===== config.mk =====
export PLATFORM = sky130hd
export DESIGN_NAME = polyphonic_adsr_voice_manager_top
export DESIGN_NICKNAME = d
export VERILOG_FILES = /design/src/hw/rtl/pavm_pkg.sv /design/src/hw/rtl/pavm_div.sv /design/src/hw/rtl/pavm_datapath.sv /design/src/hw/rtl/pavm_ctrl.sv /design/src/hw/rtl/polyphonic_adsr_voice_manager_top.sv
export VERILOG_INCLUDE_DIRS = /design/src /design/src/hw/rtl
export SDC_FILE = /design/constraint.sdc
export NUM_CORES = 2
export LEC_CHECK = 0
export ABC_AREA = 1
export BUFFER_PORTS_ARGS = -buffer_cell sky130_fd_sc_hd__buf_2
export CORE_MARGIN = 1
export CORE_UTILIZATION = 43
export CTS_CLUSTER_SIZE = 28
export DETAILED_ROUTE_END_ITERATION = 7
export PLACE_DENSITY_LB_ADDON = 0.12
export SLEW_MARGIN = 20
export SYNTH_ARGS = -nofsm -noshare
export SYNTH_HDL_FRONTEND = slang
export SYNTH_SLANG_ARGS = --single-unit

===== constraint.sdc =====
create_clock -name clk -period 7.7 [get_ports clk]
set_clock_uncertainty 0.1 [all_clocks]
set_input_delay 0.385 -clock clk [delete_from_list [all_inputs] [get_ports clk]]
set_output_delay 0.385 -clock clk [all_outputs]
set_load 0.005 [all_outputs]

===== src/hw/rtl/polyphonic_adsr_voice_manager_top_assert.svh =====
// ----------------------------------------------------------------------------
// Assertion macros for the voice manager
// Shared concurrent assertion forms clocked on clk with synchronous reset.
// ----------------------------------------------------------------------------
`ifndef POLYPHONIC_ADSR_VOICE_MANAGER_TOP_ASSERT_SVH
`define POLYPHONIC_ADSR_VOICE_MANAGER_TOP_ASSERT_SVH

// Same-cycle implication.
`define PAVM_ASSERT_IMPL(lbl, ante, cons, msg) \
  lbl: assert property (@(posedge clk) disable iff (!rst_n) (ante) |-> (cons)) \
    else $error(msg);

// Next-cycle implication.
`define PAVM_ASSERT_NEXT(lbl, ante, cons, msg) \
  lbl: assert property (@(posedge clk) disable iff (!rst_n) (ante) |=> (cons)) \
    else $error(msg);

`endif


===== src/hw/rtl/pavm_pkg.sv =====
// ----------------------------------------------------------------------------
// pavm_pkg
// Types and constants shared by the voice manager modules.
// ----------------------------------------------------------------------------
package pavm_pkg;

  localparam int IDXW = 6;  // widest voice index (up to 64 voices)

  localparam logic [1:0] REQ_ON   = 2'd0;
  localparam logic [1:0] REQ_OFF  = 2'd1;
  localparam logic [1:0] REQ_TICK = 2'd2;
  localparam logic [1:0] REQ_NONE = 2'd3;

  localparam logic [2:0] PH_IDLE    = 3'd0;
  localparam logic [2:0] PH_ATTACK  = 3'd1;
  localparam logic [2:0] PH_DECAY   = 3'd2;
  localparam logic [2:0] PH_SUSTAIN = 3'd3;
  localparam logic [2:0] PH_RELEASE = 3'd4;

  localparam logic [1:0] CFG_ATTACK  = 2'd0;
  localparam logic [1:0] CFG_DECAY   = 2'd1;
  localparam logic [1:0] CFG_SUSTAIN = 2'd2;
  localparam logic [1:0] CFG_RELEASE = 2'd3;

  localparam logic [31:0] LEVEL_MAX     = 32'hFFFF_FFFF;
  localparam logic [31:0] RST_LENGTH    = 32'd44100;
  localparam logic [31:0] RST_SUSTAIN   = 32'h7FFF_FFFF;

  typedef struct packed {
    logic [6:0]  note;
    logic [2:0]  phase;
    logic [31:0] level;
    logic [31:0] rate;
    logic [31:0] age;
  } voice_t;

  // controller to datapath
  typedef struct packed {
    logic            load;       // latch the accepted item, clear scan state
    logic            rd;         // read voice at idx
    logic            rd_pick;    // read the picked voice
    logic            scan;       // evaluate the voice just read
    logic            div_start;  // start the rate division
    logic            wr;         // update the voice and emit a result
    logic [IDXW-1:0] idx;
    logic            last;       // idx is the final voice
  } cmd_t;

  // datapath to controller
  typedef struct packed {
    logic [1:0] req;
    logic       cur_idle;
    logic       have_pick;
    logic       need_div;
    logic       div_done;
    logic       out_free;
  } stat_t;

endpackage


===== src/hw/rtl/pavm_div.sv =====
// ----------------------------------------------------------------------------
// pavm_div
// Restoring 32-bit unsigned divider, one quotient bit per cycle.
// ----------------------------------------------------------------------------
module pavm_div (
  input  logic        clk,
  input  logic        rst_n,
  input  logic        start,
  input  logic [31:0] num,
  input  logic [31:0] den,
  output logic        busy,
  output logic        done,
  output logic [31:0] quo
);

  logic [31:0] rem_r;
  logic [31:0] q_r;
  logic [31:0] den_r;
  logic [5:0]  cnt_r;
  logic        busy_r;
  logic        done_r;
  logic [32:0] trial;

  assign trial = {rem_r, q_r[31]} - {1'b0, den_r};

  always_ff @(posedge clk) begin
    if (!rst_n) begin
      busy_r <= 1'b0;
      done_r <= 1'b0;
      cnt_r  <= 6'd0;
    end else begin
      done_r <= 1'b0;
      if (start) begin
        busy_r <= 1'b1;
        cnt_r  <= 6'd0;
      end else if (busy_r) begin
        cnt_r <= cnt_r + 6'd1;
        if (cnt_r == 6'd31) begin
          busy_r <= 1'b0;
          done_r <= 1'b1;
        end
      end
    end
  end

  always_ff @(posedge clk) begin
    if (start) begin
      rem_r <= 32'd0;
      q_r   <= num;
      den_r <= (den == 32'd0) ? 32'd1 : den;  // treat a zero length as one
    end else if (busy_r) begin
      if (!trial[32]) begin
        rem_r <= trial[31:0];
        q_r   <= {q_r[30:0], 1'b1};
      end else begin
        rem_r <= {rem_r[30:0], q_r[31]};
        q_r   <= {q_r[30:0], 1'b0};
      end
    end
  end

  assign busy = busy_r;
  assign done = done_r;
  assign quo  = q_r;

endmodule


===== src/hw/rtl/pavm_datapath.sv =====
// ----------------------------------------------------------------------------
// pavm_datapath
// Voice memory, scan registers, envelope step, divider and result register.
// ----------------------------------------------------------------------------
`include "polyphonic_adsr_voice_manager_top_assert.svh"

module pavm_datapath
  import pavm_pkg::*;
#(
  parameter int VOICE_COUNT = 8
) (
  input  logic        clk,
  input  logic        rst_n,
  input  cmd_t        cmd,
  output stat_t       stat,
  input  logic [7:0]  in_tdata,
  input  logic [1:0]  in_tuser,
  input  logic        cfg_valid,
  input  logic [1:0]  cfg_index,
  input  logic [31:0] cfg_data,
  output logic        out_tvalid,
  input  logic        out_tready,
  output logic [47:0] out_tdata,
  output logic        out_tlast
);

  localparam int AW = (VOICE_COUNT > 1) ? $clog2(VOICE_COUNT) : 1;

  voice_t                 mem [VOICE_COUNT];
  logic [VOICE_COUNT-1:0] vld_r;
  voice_t                 mem_q;
  logic                   rd_vld_r;
  voice_t                 rd;

  logic [31:0] att_len_r, dec_len_r, sus_r, rel_len_r;
  logic [31:0] start_cnt_r;
  logic [1:0]  req_r;
  logic [6:0]  note_r;

  logic          have_idle_r, have_r;
  logic [AW-1:0] idle_idx_r, pick_idx_r, oldest_idx_r;
  logic [31:0]   oldest_age_r, pick_age_r;
  logic [AW-1:0] pick;
  logic [AW-1:0] idx;

  logic [31:0] div_num, div_den, quo;
  logic        div_busy, div_done;

  logic        out_tvalid_r;
  logic [47:0] out_tdata_r;
  logic        out_tlast_r;
  logic        out_free;

  voice_t      step_v;
  logic        att_end;
  logic [31:0] att_dist;
  voice_t      wr_v;
  logic [AW-1:0] wr_addr;
  logic [2:0]  res_phase;
  logic [31:0] res_amp;
  logic [AW-1:0] res_idx;
  logic        res_found, res_stolen;

  assign idx  = cmd.idx[AW-1:0];
  assign pick = (req_r == REQ_ON) ? (have_idle_r ? idle_idx_r : oldest_idx_r) : pick_idx_r;
  assign rd   = rd_vld_r ? mem_q : '0;  // never-written voices read as reset

  // configuration
  always_ff @(posedge clk) begin
    if (!rst_n) begin
      att_len_r <= RST_LENGTH;
      dec_len_r <= RST_LENGTH;
      sus_r     <= RST_SUSTAIN;
      rel_len_r <= RST_LENGTH;
    end else if (cfg_valid) begin
      case (cfg_index)
        CFG_ATTACK:  att_len_r <= cfg_data;
        CFG_DECAY:   dec_len_r <= cfg_data;
        CFG_SUSTAIN: sus_r     <= cfg_data;
        CFG_RELEASE: rel_len_r <= cfg_data;
        default:     ;
      endcase
    end
  end

  // voice memory: one write, one registered read
  always_ff @(posedge clk) begin
    if (cmd.wr && !(req_r == REQ_OFF && !have_r)) begin
      mem[wr_addr] <= wr_v;
    end
    if (cmd.rd || cmd.rd_pick) begin
      mem_q <= mem[cmd.rd ? idx : pick];
    end
  end

  always_ff @(posedge clk) begin
    if (!rst_n) begin
      vld_r    <= '0;
      rd_vld_r <= 1'b0;
    end else begin
      if (cmd.rd || cmd.rd_pick) begin
        rd_vld_r <= vld_r[cmd.rd ? idx : pick];
      end
      if (cmd.wr && !(req_r == REQ_OFF && !have_r)) begin
        vld_r[wr_addr] <= 1'b1;
      end
    end
  end

  // item and scan registers
  always_ff @(posedge clk) begin
    if (!rst_n) begin
      start_cnt_r <= 32'd0;
    end else if (cmd.wr && req_r == REQ_ON) begin
      start_cnt_r <= start_cnt_r + 32'd1;
    end
  end

  always_ff @(posedge clk) begin
    if (cmd.load) begin
      req_r       <= in_tuser;
      note_r      <= in_tdata[6:0];
      have_idle_r <= 1'b0;
      have_r      <= 1'b0;
    end else if (cmd.scan) begin
      if (req_r == REQ_ON) begin
        if (rd.phase == PH_IDLE) begin
          have_idle_r <= 1'b1;
          idle_idx_r  <= idx;
        end else if (idx == '0 || rd.age < oldest_age_r) begin
          oldest_idx_r <= idx;
          oldest_age_r <= rd.age;
        end
      end else if (req_r == REQ_OFF) begin
        if (rd.note == note_r && rd.phase != PH_IDLE && rd.phase != PH_RELEASE &&
            (!have_r || rd.age < pick_age_r)) begin
          have_r     <= 1'b1;
          pick_idx_r <= idx;
          pick_age_r <= rd.age;
        end
      end
    end
  end

  // envelope step for a tick
  assign att_dist = LEVEL_MAX - rd.level;
  assign att_end  = (att_dist <= rd.rate);

  always_comb begin
    step_v = rd;
    case (rd.phase)
      PH_ATTACK: begin
        if (att_end) begin
          step_v.level = LEVEL_MAX;
          step_v.phase = PH_DECAY;
          step_v.rate  = quo;
        end else begin
          step_v.level = rd.level + rd.rate;
        end
      end
      PH_DECAY: begin
        if (rd.level <= sus_r || (rd.level - sus_r) <= rd.rate) begin
          step_v.level = sus_r;
          step_v.phase = PH_SUSTAIN;
        end else begin
          step_v.level = rd.level - rd.rate;
        end
      end
      PH_RELEASE: begin
        if (rd.level <= rd.rate) begin
          step_v.level = 32'd0;
          step_v.phase = PH_IDLE;
        end else begin
          step_v.level = rd.level - rd.rate;
        end
      end
      default: ;
    endcase
  end

  // divider operands follow the request
  always_comb begin
    case (req_r)
      REQ_ON: begin
        div_num = LEVEL_MAX - rd.level;
        div_den = att_len_r;
      end
      REQ_OFF: begin
        div_num = rd.level;
        div_den = rel_len_r;
      end
      default: begin
        div_num = LEVEL_MAX - sus_r;
        div_den = dec_len_r;
      end
    endcase
  end

  pavm_div u_div (
    .clk   (clk),
    .rst_n (rst_n),
    .start (cmd.div_start),
    .num   (div_num),
    .den   (div_den),
    .busy  (div_busy),
    .done  (div_done),
    .quo   (quo)
  );

  // write data and result fields
  always_comb begin
    wr_v       = rd;
    wr_addr    = pick;
    res_idx    = pick;
    res_found  = 1'b1;
    res_stolen = 1'b0;
    res_phase  = PH_IDLE;
    res_amp    = rd.level;
    case (req_r)
      REQ_ON: begin
        wr_v.note  = note_r;
        wr_v.phase = PH_ATTACK;
        wr_v.rate  = quo;
        wr_v.age   = start_cnt_r;
        res_stolen = !have_idle_r;
        res_phase  = PH_ATTACK;
      end
      REQ_OFF: begin
        wr_v.phase = PH_RELEASE;
        wr_v.rate  = quo;
        if (have_r) begin
          res_phase = PH_RELEASE;
        end else begin
          res_idx   = '0;
          res_found = 1'b0;
          res_amp   = 32'd0;
        end
      end
      default: begin
        wr_v      = step_v;
        wr_addr   = idx;
        res_idx   = idx;
        res_phase = step_v.phase;
        res_amp   = step_v.level;
      end
    endcase
  end

  // result register
  assign out_free = !out_tvalid_r || out_tready;

  always_ff @(posedge clk) begin
    if (!rst_n) begin
      out_tvalid_r <= 1'b0;
    end else if (cmd.wr) begin
      out_tvalid_r <= 1'b1;
    end else if (out_tready) begin
      out_tvalid_r <= 1'b0;
    end
  end

  always_ff @(posedge clk) begin
    if (cmd.wr) begin
      out_tdata_r <= {5'd0, res_amp, res_phase, res_stolen, res_found, IDXW'(res_idx)};
      out_tlast_r <= (req_r != REQ_TICK) || cmd.last;
    end
  end

  assign out_tvalid = out_tvalid_r;
  assign out_tdata  = out_tdata_r;
  assign out_tlast  = out_tlast_r;

  assign stat.req       = req_r;
  assign stat.cur_idle  = (rd.phase == PH_IDLE);
  assign stat.have_pick = have_r;
  assign stat.need_div  = (rd.phase == PH_ATTACK) && att_end;
  assign stat.div_done  = div_done;
  assign stat.out_free  = out_free;

  `PAVM_ASSERT_IMPL(a_emit_free, cmd.wr, out_free, "result overwritten before taken")
  `PAVM_ASSERT_IMPL(a_div_idle, cmd.div_start, !div_busy, "divider restarted while busy")
  `PAVM_ASSERT_NEXT(a_age_step, cmd.wr && req_r == REQ_ON,
                    start_cnt_r == $past(start_cnt_r) + 32'd1, "age stamp not advanced")

endmodule


===== src/hw/rtl/pavm_ctrl.sv =====
// ----------------------------------------------------------------------------
// pavm_ctrl
// Sequencer for scan, pick, divide and write-back of one item.
// ----------------------------------------------------------------------------
module pavm_ctrl
  import pavm_pkg::*;
#(
  parameter int VOICE_COUNT = 8
) (
  input  logic       clk,
  input  logic       rst_n,
  input  logic       in_tvalid,
  output logic       in_tready,
  input  logic [1:0] in_tuser,
  input  stat_t      stat,
  output cmd_t       cmd
);

  localparam logic [2:0] S_IDLE = 3'd0;
  localparam logic [2:0] S_RD   = 3'd1;
  localparam logic [2:0] S_EV   = 3'd2;
  localparam logic [2:0] S_PRD  = 3'd3;
  localparam logic [2:0] S_PDIV = 3'd4;
  localparam logic [2:0] S_DIV  = 3'd5;
  localparam logic [2:0] S_WR   = 3'd6;

  localparam logic [IDXW-1:0] LAST = IDXW'(VOICE_COUNT - 1);

  logic [2:0]      state_r, state_nxt;
  logic [IDXW-1:0] idx_r, idx_nxt;
  logic            last;

  assign last = (idx_r == LAST);

  always_comb begin
    state_nxt = state_r;
    idx_nxt   = idx_r;
    cmd       = '0;
    cmd.idx   = idx_r;
    cmd.last  = last;
    in_tready = 1'b0;
    case (state_r)
      S_IDLE: begin
        in_tready = 1'b1;
        if (in_tvalid) begin
          cmd.load = 1'b1;
          idx_nxt  = '0;
          if (in_tuser != REQ_NONE) begin
            state_nxt = S_RD;
          end
        end
      end
      S_RD: begin
        cmd.rd    = 1'b1;
        state_nxt = S_EV;
      end
      S_EV: begin
        if (stat.req == REQ_TICK) begin
          if (stat.need_div) begin
            cmd.div_start = 1'b1;
            state_nxt     = S_DIV;
          end else begin
            state_nxt = S_WR;
          end
        end else begin
          cmd.scan = 1'b1;
          if (last || (stat.req == REQ_ON && stat.cur_idle)) begin
            state_nxt = S_PRD;
          end else begin
            idx_nxt   = idx_r + 1'b1;
            state_nxt = S_RD;
          end
        end
      end
      S_PRD: begin
        cmd.rd_pick = 1'b1;
        if (stat.req == REQ_OFF && !stat.have_pick) begin
          state_nxt = S_WR;  // no match: report not found
        end else begin
          state_nxt = S_PDIV;
        end
      end
      S_PDIV: begin
        cmd.div_start = 1'b1;
        state_nxt     = S_DIV;
      end
      S_DIV: begin
        if (stat.div_done) begin
          state_nxt = S_WR;
        end
      end
      S_WR: begin
        if (stat.out_free) begin
          cmd.wr = 1'b1;
          if (stat.req == REQ_TICK && !last) begin
            idx_nxt   = idx_r + 1'b1;
            state_nxt = S_RD;
          end else begin
            state_nxt = S_IDLE;
          end
        end
      end
      default: state_nxt = S_IDLE;
    endcase
  end

  always_ff @(posedge clk) begin
    if (!rst_n) begin
      state_r <= S_IDLE;
      idx_r   <= '0;
    end else begin
      state_r <= state_nxt;
      idx_r   <= idx_nxt;
    end
  end

endmodule


===== src/hw/rtl/polyphonic_adsr_voice_manager_top.sv =====
// ----------------------------------------------------------------------------
// polyphonic_adsr_voice_manager_top
// ADSR envelope voice bank with oldest-voice stealing on note-on.
// ----------------------------------------------------------------------------
// Sequence: a note-on or note-off scans the voices, reads the pick, runs the
//   rate divider and writes back (a note-off with no match skips the divider);
//   a tick steps each voice in turn and divides for each that ends its attack.
// Throughput: one item at a time; the voice scan reads the voice memory one
//   voice at a time, and the rate divider is serial.
// Reset: synchronous, active-low rst_n; all voices read idle at once, no sweep.
// ----------------------------------------------------------------------------
module polyphonic_adsr_voice_manager_top
  import pavm_pkg::*;
#(
  parameter int VOICE_COUNT = 8
) (
  input  logic        clk,
  input  logic        rst_n,
  // input items
  input  logic        in_tvalid,
  output logic        in_tready,
  input  logic [7:0]  in_tdata,   // [6:0] note_number
  input  logic [1:0]  in_tuser,   // [1:0] req_type
  // result items
  output logic        out_tvalid,
  input  logic        out_tready,
  output logic [47:0] out_tdata,  // [5:0] voice_index, [6] found, [7] stolen,
                                  // [10:8] phase, [42:11] amplitude
  output logic        out_tlast,  // last_of_run
  // configuration writes
  input  logic        cfg_valid,
  output logic        cfg_ready,
  input  logic [1:0]  cfg_index,
  input  logic [31:0] cfg_data
);

  cmd_t  cmd;
  stat_t stat;

  // Registers are always writable.
  assign cfg_ready = 1'b1;

  pavm_ctrl #(.VOICE_COUNT(VOICE_COUNT)) u_ctrl (
    .clk       (clk),
    .rst_n     (rst_n),
    .in_tvalid (in_tvalid),
    .in_tready (in_tready),
    .in_tuser  (in_tuser),
    .stat      (stat),
    .cmd       (cmd)
  );

  pavm_datapath #(.VOICE_COUNT(VOICE_COUNT)) u_dp (
    .clk        (clk),
    .rst_n      (rst_n),
    .cmd        (cmd),
    .stat       (stat),
    .in_tdata   (in_tdata),
    .in_tuser   (in_tuser),
    .cfg_valid  (cfg_valid),
    .cfg_index  (cfg_index),
    .cfg_data   (cfg_data),
    .out_tvalid (out_tvalid),
    .out_tready (out_tready),
    .out_tdata  (out_tdata),
    .out_tlast  (out_tlast)
  );

endmodule


-- Yosys cells after proc, flatten, opt, wreduce, memory -nomap -nowiden
Memories as Yosys holds them, arrays and structs flattened. A register that Yosys moved wholly into a read port is not among the register bits.
Cells that the tools add are included.
- output and inout bits: 52
- ROM bits: 0
- bits in registers: 408
- memories kept: 1
- RAM bits: 848
- bits in latches: 0
- reduce and logical (&&, ||, !) cells: 46
- muxes and demuxes: 72
- shift-type cells: 0
- divide/modulo/power cells: 0
- order comparisons: 9
- equal/unequal tests: 27
- multiply operators: 0
- $add $sub $neg: 9
- bitwise operators: 6
- memory list (memory ; depth ; bits a word ; read ports ; clocked after memory_dff ; wr ports ; line ; RTL):
    u_dp.mem ; 8 ; 106 ; 1 ; 1 ; 1 ; pavm_datapath.sv:29 ; voice_t mem [VOICE_COUNT];
- operators with widths (kind ; number):
    two-way mux 32 bit ; 12
    case mux 32 bit (2 select lines) ; 3
    less-or-equal comparator 32 bit ; 4
    two-way mux 106 bit ; 1
    case mux 35 bit (3 select lines) ; 1
    less-than comparator 32 bit ; 2
    subtractor 32 bit ; 2
    subtractor 32 bit (first input constant) ; 2
    two-way mux 3 bit ; 14
    subtractor 33 x 32 -> 33 bit ; 1
    adder 32 x 1 -> 32 bit (second input constant) ; 1
    adder 32 bit ; 1
    logical NOT 32 bit ; 1
    two-way mux 6 bit ; 5
    two-way mux 1 bit ; 24
    case mux 3 bit (7 select lines) ; 1
    case mux 3 bit (2 select lines) ; 3
    case mux 6 bit (3 select lines) ; 1
    adder 6 x 1 -> 6 bit (second input constant) ; 2
    equality test 3 bit (second input constant) ; 4
    AND reduction 4 bit ; 3
    logical AND 1 bit ; 10
    != test 2 bit (second input constant) ; 5
    AND reduction 5 bit ; 2
    29 further kinds ; 64

-- Depth between registers and ports, before layout
- depth after elaboration: 8
- gate-level depth with buffers: 38
- mapped depth without buffers: 34

-- Modules after synthesis
Synthesis repeated with hierarchy kept, for this count alone.
- cell total of the unflattened synthesis: 7292
- area, all modules: 67318.3 um^2
- by module, submodules not included (module ; area an instance (um^2) ; times used ; cells each):
    pavm_datapath ; 59485.8 ; 1 ; 6088
    pavm_div ; 7116.8 ; 1 ; 1084
    pavm_ctrl ; 704.4 ; 1 ; 118
    polyphonic_adsr_voice_manager_top ; 11.3 ; 1 ; 2

-- Least setup slack after synthesis
No wires, ideal clock.
- path type: reg2reg
- start: reg u_ctrl.state_r[0]
- end: mem u_dp.mem[1][0] (netlist name) (enable)
- period minus slack after synthesis: 7.021 ns
- slack: 0.679 ns
- buffers on the path: 0
- required time: 7.027 ns
- stages on the path, launching flop included: 10
- arrival time: 6.348 ns
- cell sequence: dfxtp_1 -> inv_1 -> nand2_1 -> nor2_2 -> nand2_1 -> inv_1 -> nand2_1 -> a21oi_1 -> inv_1 -> nor2_1
- RTL lines (what ; line ; RTL):
    start: declaration ; pavm_ctrl.sv:29 ; logic [2:0] state_r, state_nxt;
    start signal: assignment ; pavm_ctrl.sv:112 ; state_r <= state_nxt;
    end: declaration ; pavm_datapath.sv:29 ;

==> impl_metrics.yaml <==
clocking:
  cts_sinks: 1362
  insertion_delay_ps: 810
  h-tree-depth: 4
  cts_resized: 0
  postCtsSetupBuffers: 0
  cts_root_buf: "clkbuf_16"
  cts_tree: "yes"
  cts_buffers: 151
  path_clk_slew_ps: 60
  clk_path_buf_depth: 3
global_route:
  grt_max_degree: 193
  grt_overflow: 0
  antenna_found_initial: 6
  grt_pass1_wl_um: 323000
  grt_usage: 0.2798
  grt_pass1_vias: 47970
sta:
  timing.slew.headroom: 0.2486
  rsz0062_at_grt: "false"
  period_needed_ps: 6352
  fmax_mhz: 157.4
  setup_viol: 0
  hold_viol: 0
  whs_ps: 61.40
  post-route-period-util: 0.8250
  drv_slew: 0
  finalSetupTns_ps: 0
  tightest_slew_ps: 1127
floorplan:
  die_h_um: 393.6
  row_count: 143
  dieArea_sq_um: 154900
  start_util: 0.4337
  chipWidth_um: 393.6
  core-area_sq_um: 152100
  io_pins: 101
place:
  dpl.hpwl_um: 140700
  port_buffers: 90
  dp_cells: 8891
  gp_congestion: 1.031
  placedInstanceArea_sq_um: 68960
power:
  power.total_w: 0.01916
  power_density_nw_per_um2: 256.9
  p_leak_nw: 29.35
  peakVddDrop_v: 0.0002372
logic_synthesis:
  yosysWarnings: 0
  ys_async_sr_fraction: 0
  synth_seq_cells: 1362
  synth_area_leaders: "edfxtp_1, nand2_1, nor2_1"
  synth_common_cells: "nand2_1, nor2_1, edfxtp_1"
  ys.flop_type: "edfxtp_1"
  yosysSeqAreaShare: 0.5866
  synth_edf_count: 1141
  yosysTopAreaCell: "edfxtp_1"
  yosys.area.top_type_share: 0.5195
  synth_area_sq_um: 65950
  yosysUniqueCellTypes: 57
  avgSynthCellArea_sq_um: 9.484
  synth_cells: 6954
  yosysMostFrequentCell: "nand2_1"
worst_setup_path:
  slowest_delay_ps: 820
  end_kind: "register"
  crit_fanout: 40
  worstSetupStartpoint: "u_dp.rd_vld_r"
  crit_slowest_cell: "dfxtp_4"
  critPathMostFrequentCell: "nand2_1"
  r2r-start: "u_dp.rd_vld_r"
  start_kind: "register"
  arrival_ps: 6820
  required_ps: 8170
  crit_type: "reg2reg"
routing:
  vias: 50960
  via_per_inst: 5.529
  drc_errors: 0
  drt-initial-drc-count: 4858
  first_pass_iters: 6
  ant_nets: 0
  wirelength_um: 220000
  wl_per_cell_um: 23.86
hold_path:
  hp-start: "cfg_index[0]"
  hold_class: "in2reg"
outcome:
  status: "finished, final reports clean"
cells_and_area:
  finalNetCount: 7358
  largest_register_ffs: 848
  final_cell_area_sq_um: 74580
  final_cells: 9217
  syn_to_final_growth_pct: 13.08
  regMostFlops: "u_dp.mem"
  n_fill_cell: 14220
  drive_gt1_frac: 0.07264
run:
  maxCapViolCount: 0
[per-stage QoR]
stage          setup slack, ps  utilization
5_1_grt                  976.1       0.4904
6_report                  1348       0.4904
2_1_floorplan            678.6            -
4_1_cts                   1574       0.4904
3_5_place_dp              1615       0.4534
3_3_place_gp              1651       0.4534
[cell type report]
| class | instances | area (sq um) | share of cell area |
|---|---|---|---|
| antenna | 1 | 2.502 | 0.00003355 |
| clock buffer | 194 | 4071 | 0.05459 |
| clock inverter | 87 | 1106 | 0.01483 |
| inverter | 628 | 2377 | 0.03188 |
| multi-input combinational | 4646 | 23700 | 0.3177 |
| sequential | 1362 | 38690 | 0.5188 |
| tap | 2030 | 2540 | 0.03406 |
| timing repair buffer | 269 | 2095 | 0.02808 |
[cells by family (layout without fill, tap and decap cells)]
kind of cell	count (synthesis)	count (layout)	share of synthesized area
AND/OR/NAND/NOR	2747	2747	0.1660
AO/OA/AOI/OAI	1547	1547	0.1305
flip-flops	1362	1362	0.5866
buffers and inverters	953	1178	0.05669
adder cells (fa/ha/maj)	251	251	0.04796
XOR/XNOR	92	92	0.01222
other	2	10	0.0001139
[worst max-delay path, delay by kind of cell (launching register included)]
kind	cells	cell delay, ps
AND/OR/NAND/NOR	21	2970
XOR/XNOR	1	150
flip-flops	1	820
adder cells (fa/ha/maj)	2	570
buffers and inverters	4	720
AO/OA/AOI/OAI	2	740
[cells in the final DEF (no fill, tap or decap), types with 23 or more instances in the layout]
master	Yosys	routed
o22ai_1	111	111
dfxtp_1	221	220
nand3_1	220	220
o21ai_1	44	43
inv_1	613	610
clkinv_2	0	27
a31oi_1	133	133
clkbuf_1	219	31
o211ai_1	90	90
nor2_1	1186	1175
ha_1	248	248
clkinv_1	4	23
nor3_1	52	50
buf_4	13	121
buf_2	71	89
edfxtp_1	1141	1141
a21oi_1	310	307
dlygate4sd3_1	0	44
nand2_1	1189	1186
o21ai_0	749	749
xor2_1	70	70
clkbuf_16	0	152
nand4_1	40	40
[metal layers]
layer	GRT usage	vias to the layer above	part of all wire
met5	0	-	0.000055
met2	0.4307	1710	0.44
met4	0.09207	2	0.033
met1	0.4079	24790	0.46
li1	-	24120	-
met3	0.03621	337	0.064
[power by group]
group          internal (W)  switching, W  leakage (nW)  total (W)
clock               0.00434       0.00312          2.52    0.00746
sequential          0.00826     0.0000996          12.3    0.00836
combinational      0.000908       0.00244          14.5    0.00335
[path summary, 6_finish.rpt]
| kind | slack (ps) | depth (start not counted) | to |
|---|---|---|---|
| worst max-delay path | 1350 | 30 | u_dp.mem[3][91] |
| worst min-delay path | 60 | 5 | u_dp.att_len_r[15] |
| worst max register to register | 1350 | 30 | u_dp.mem[3][91] |
| worst min register to register | 350 | 2 | u_dp.rel_len_r[16] |
[timing repair]
action,in CTS,in global routing
endpoints found under the setup margin,0,0
hold buffers,44,0
hold endpoints to repair,149,0
Power figures use the tool's default switching activity.
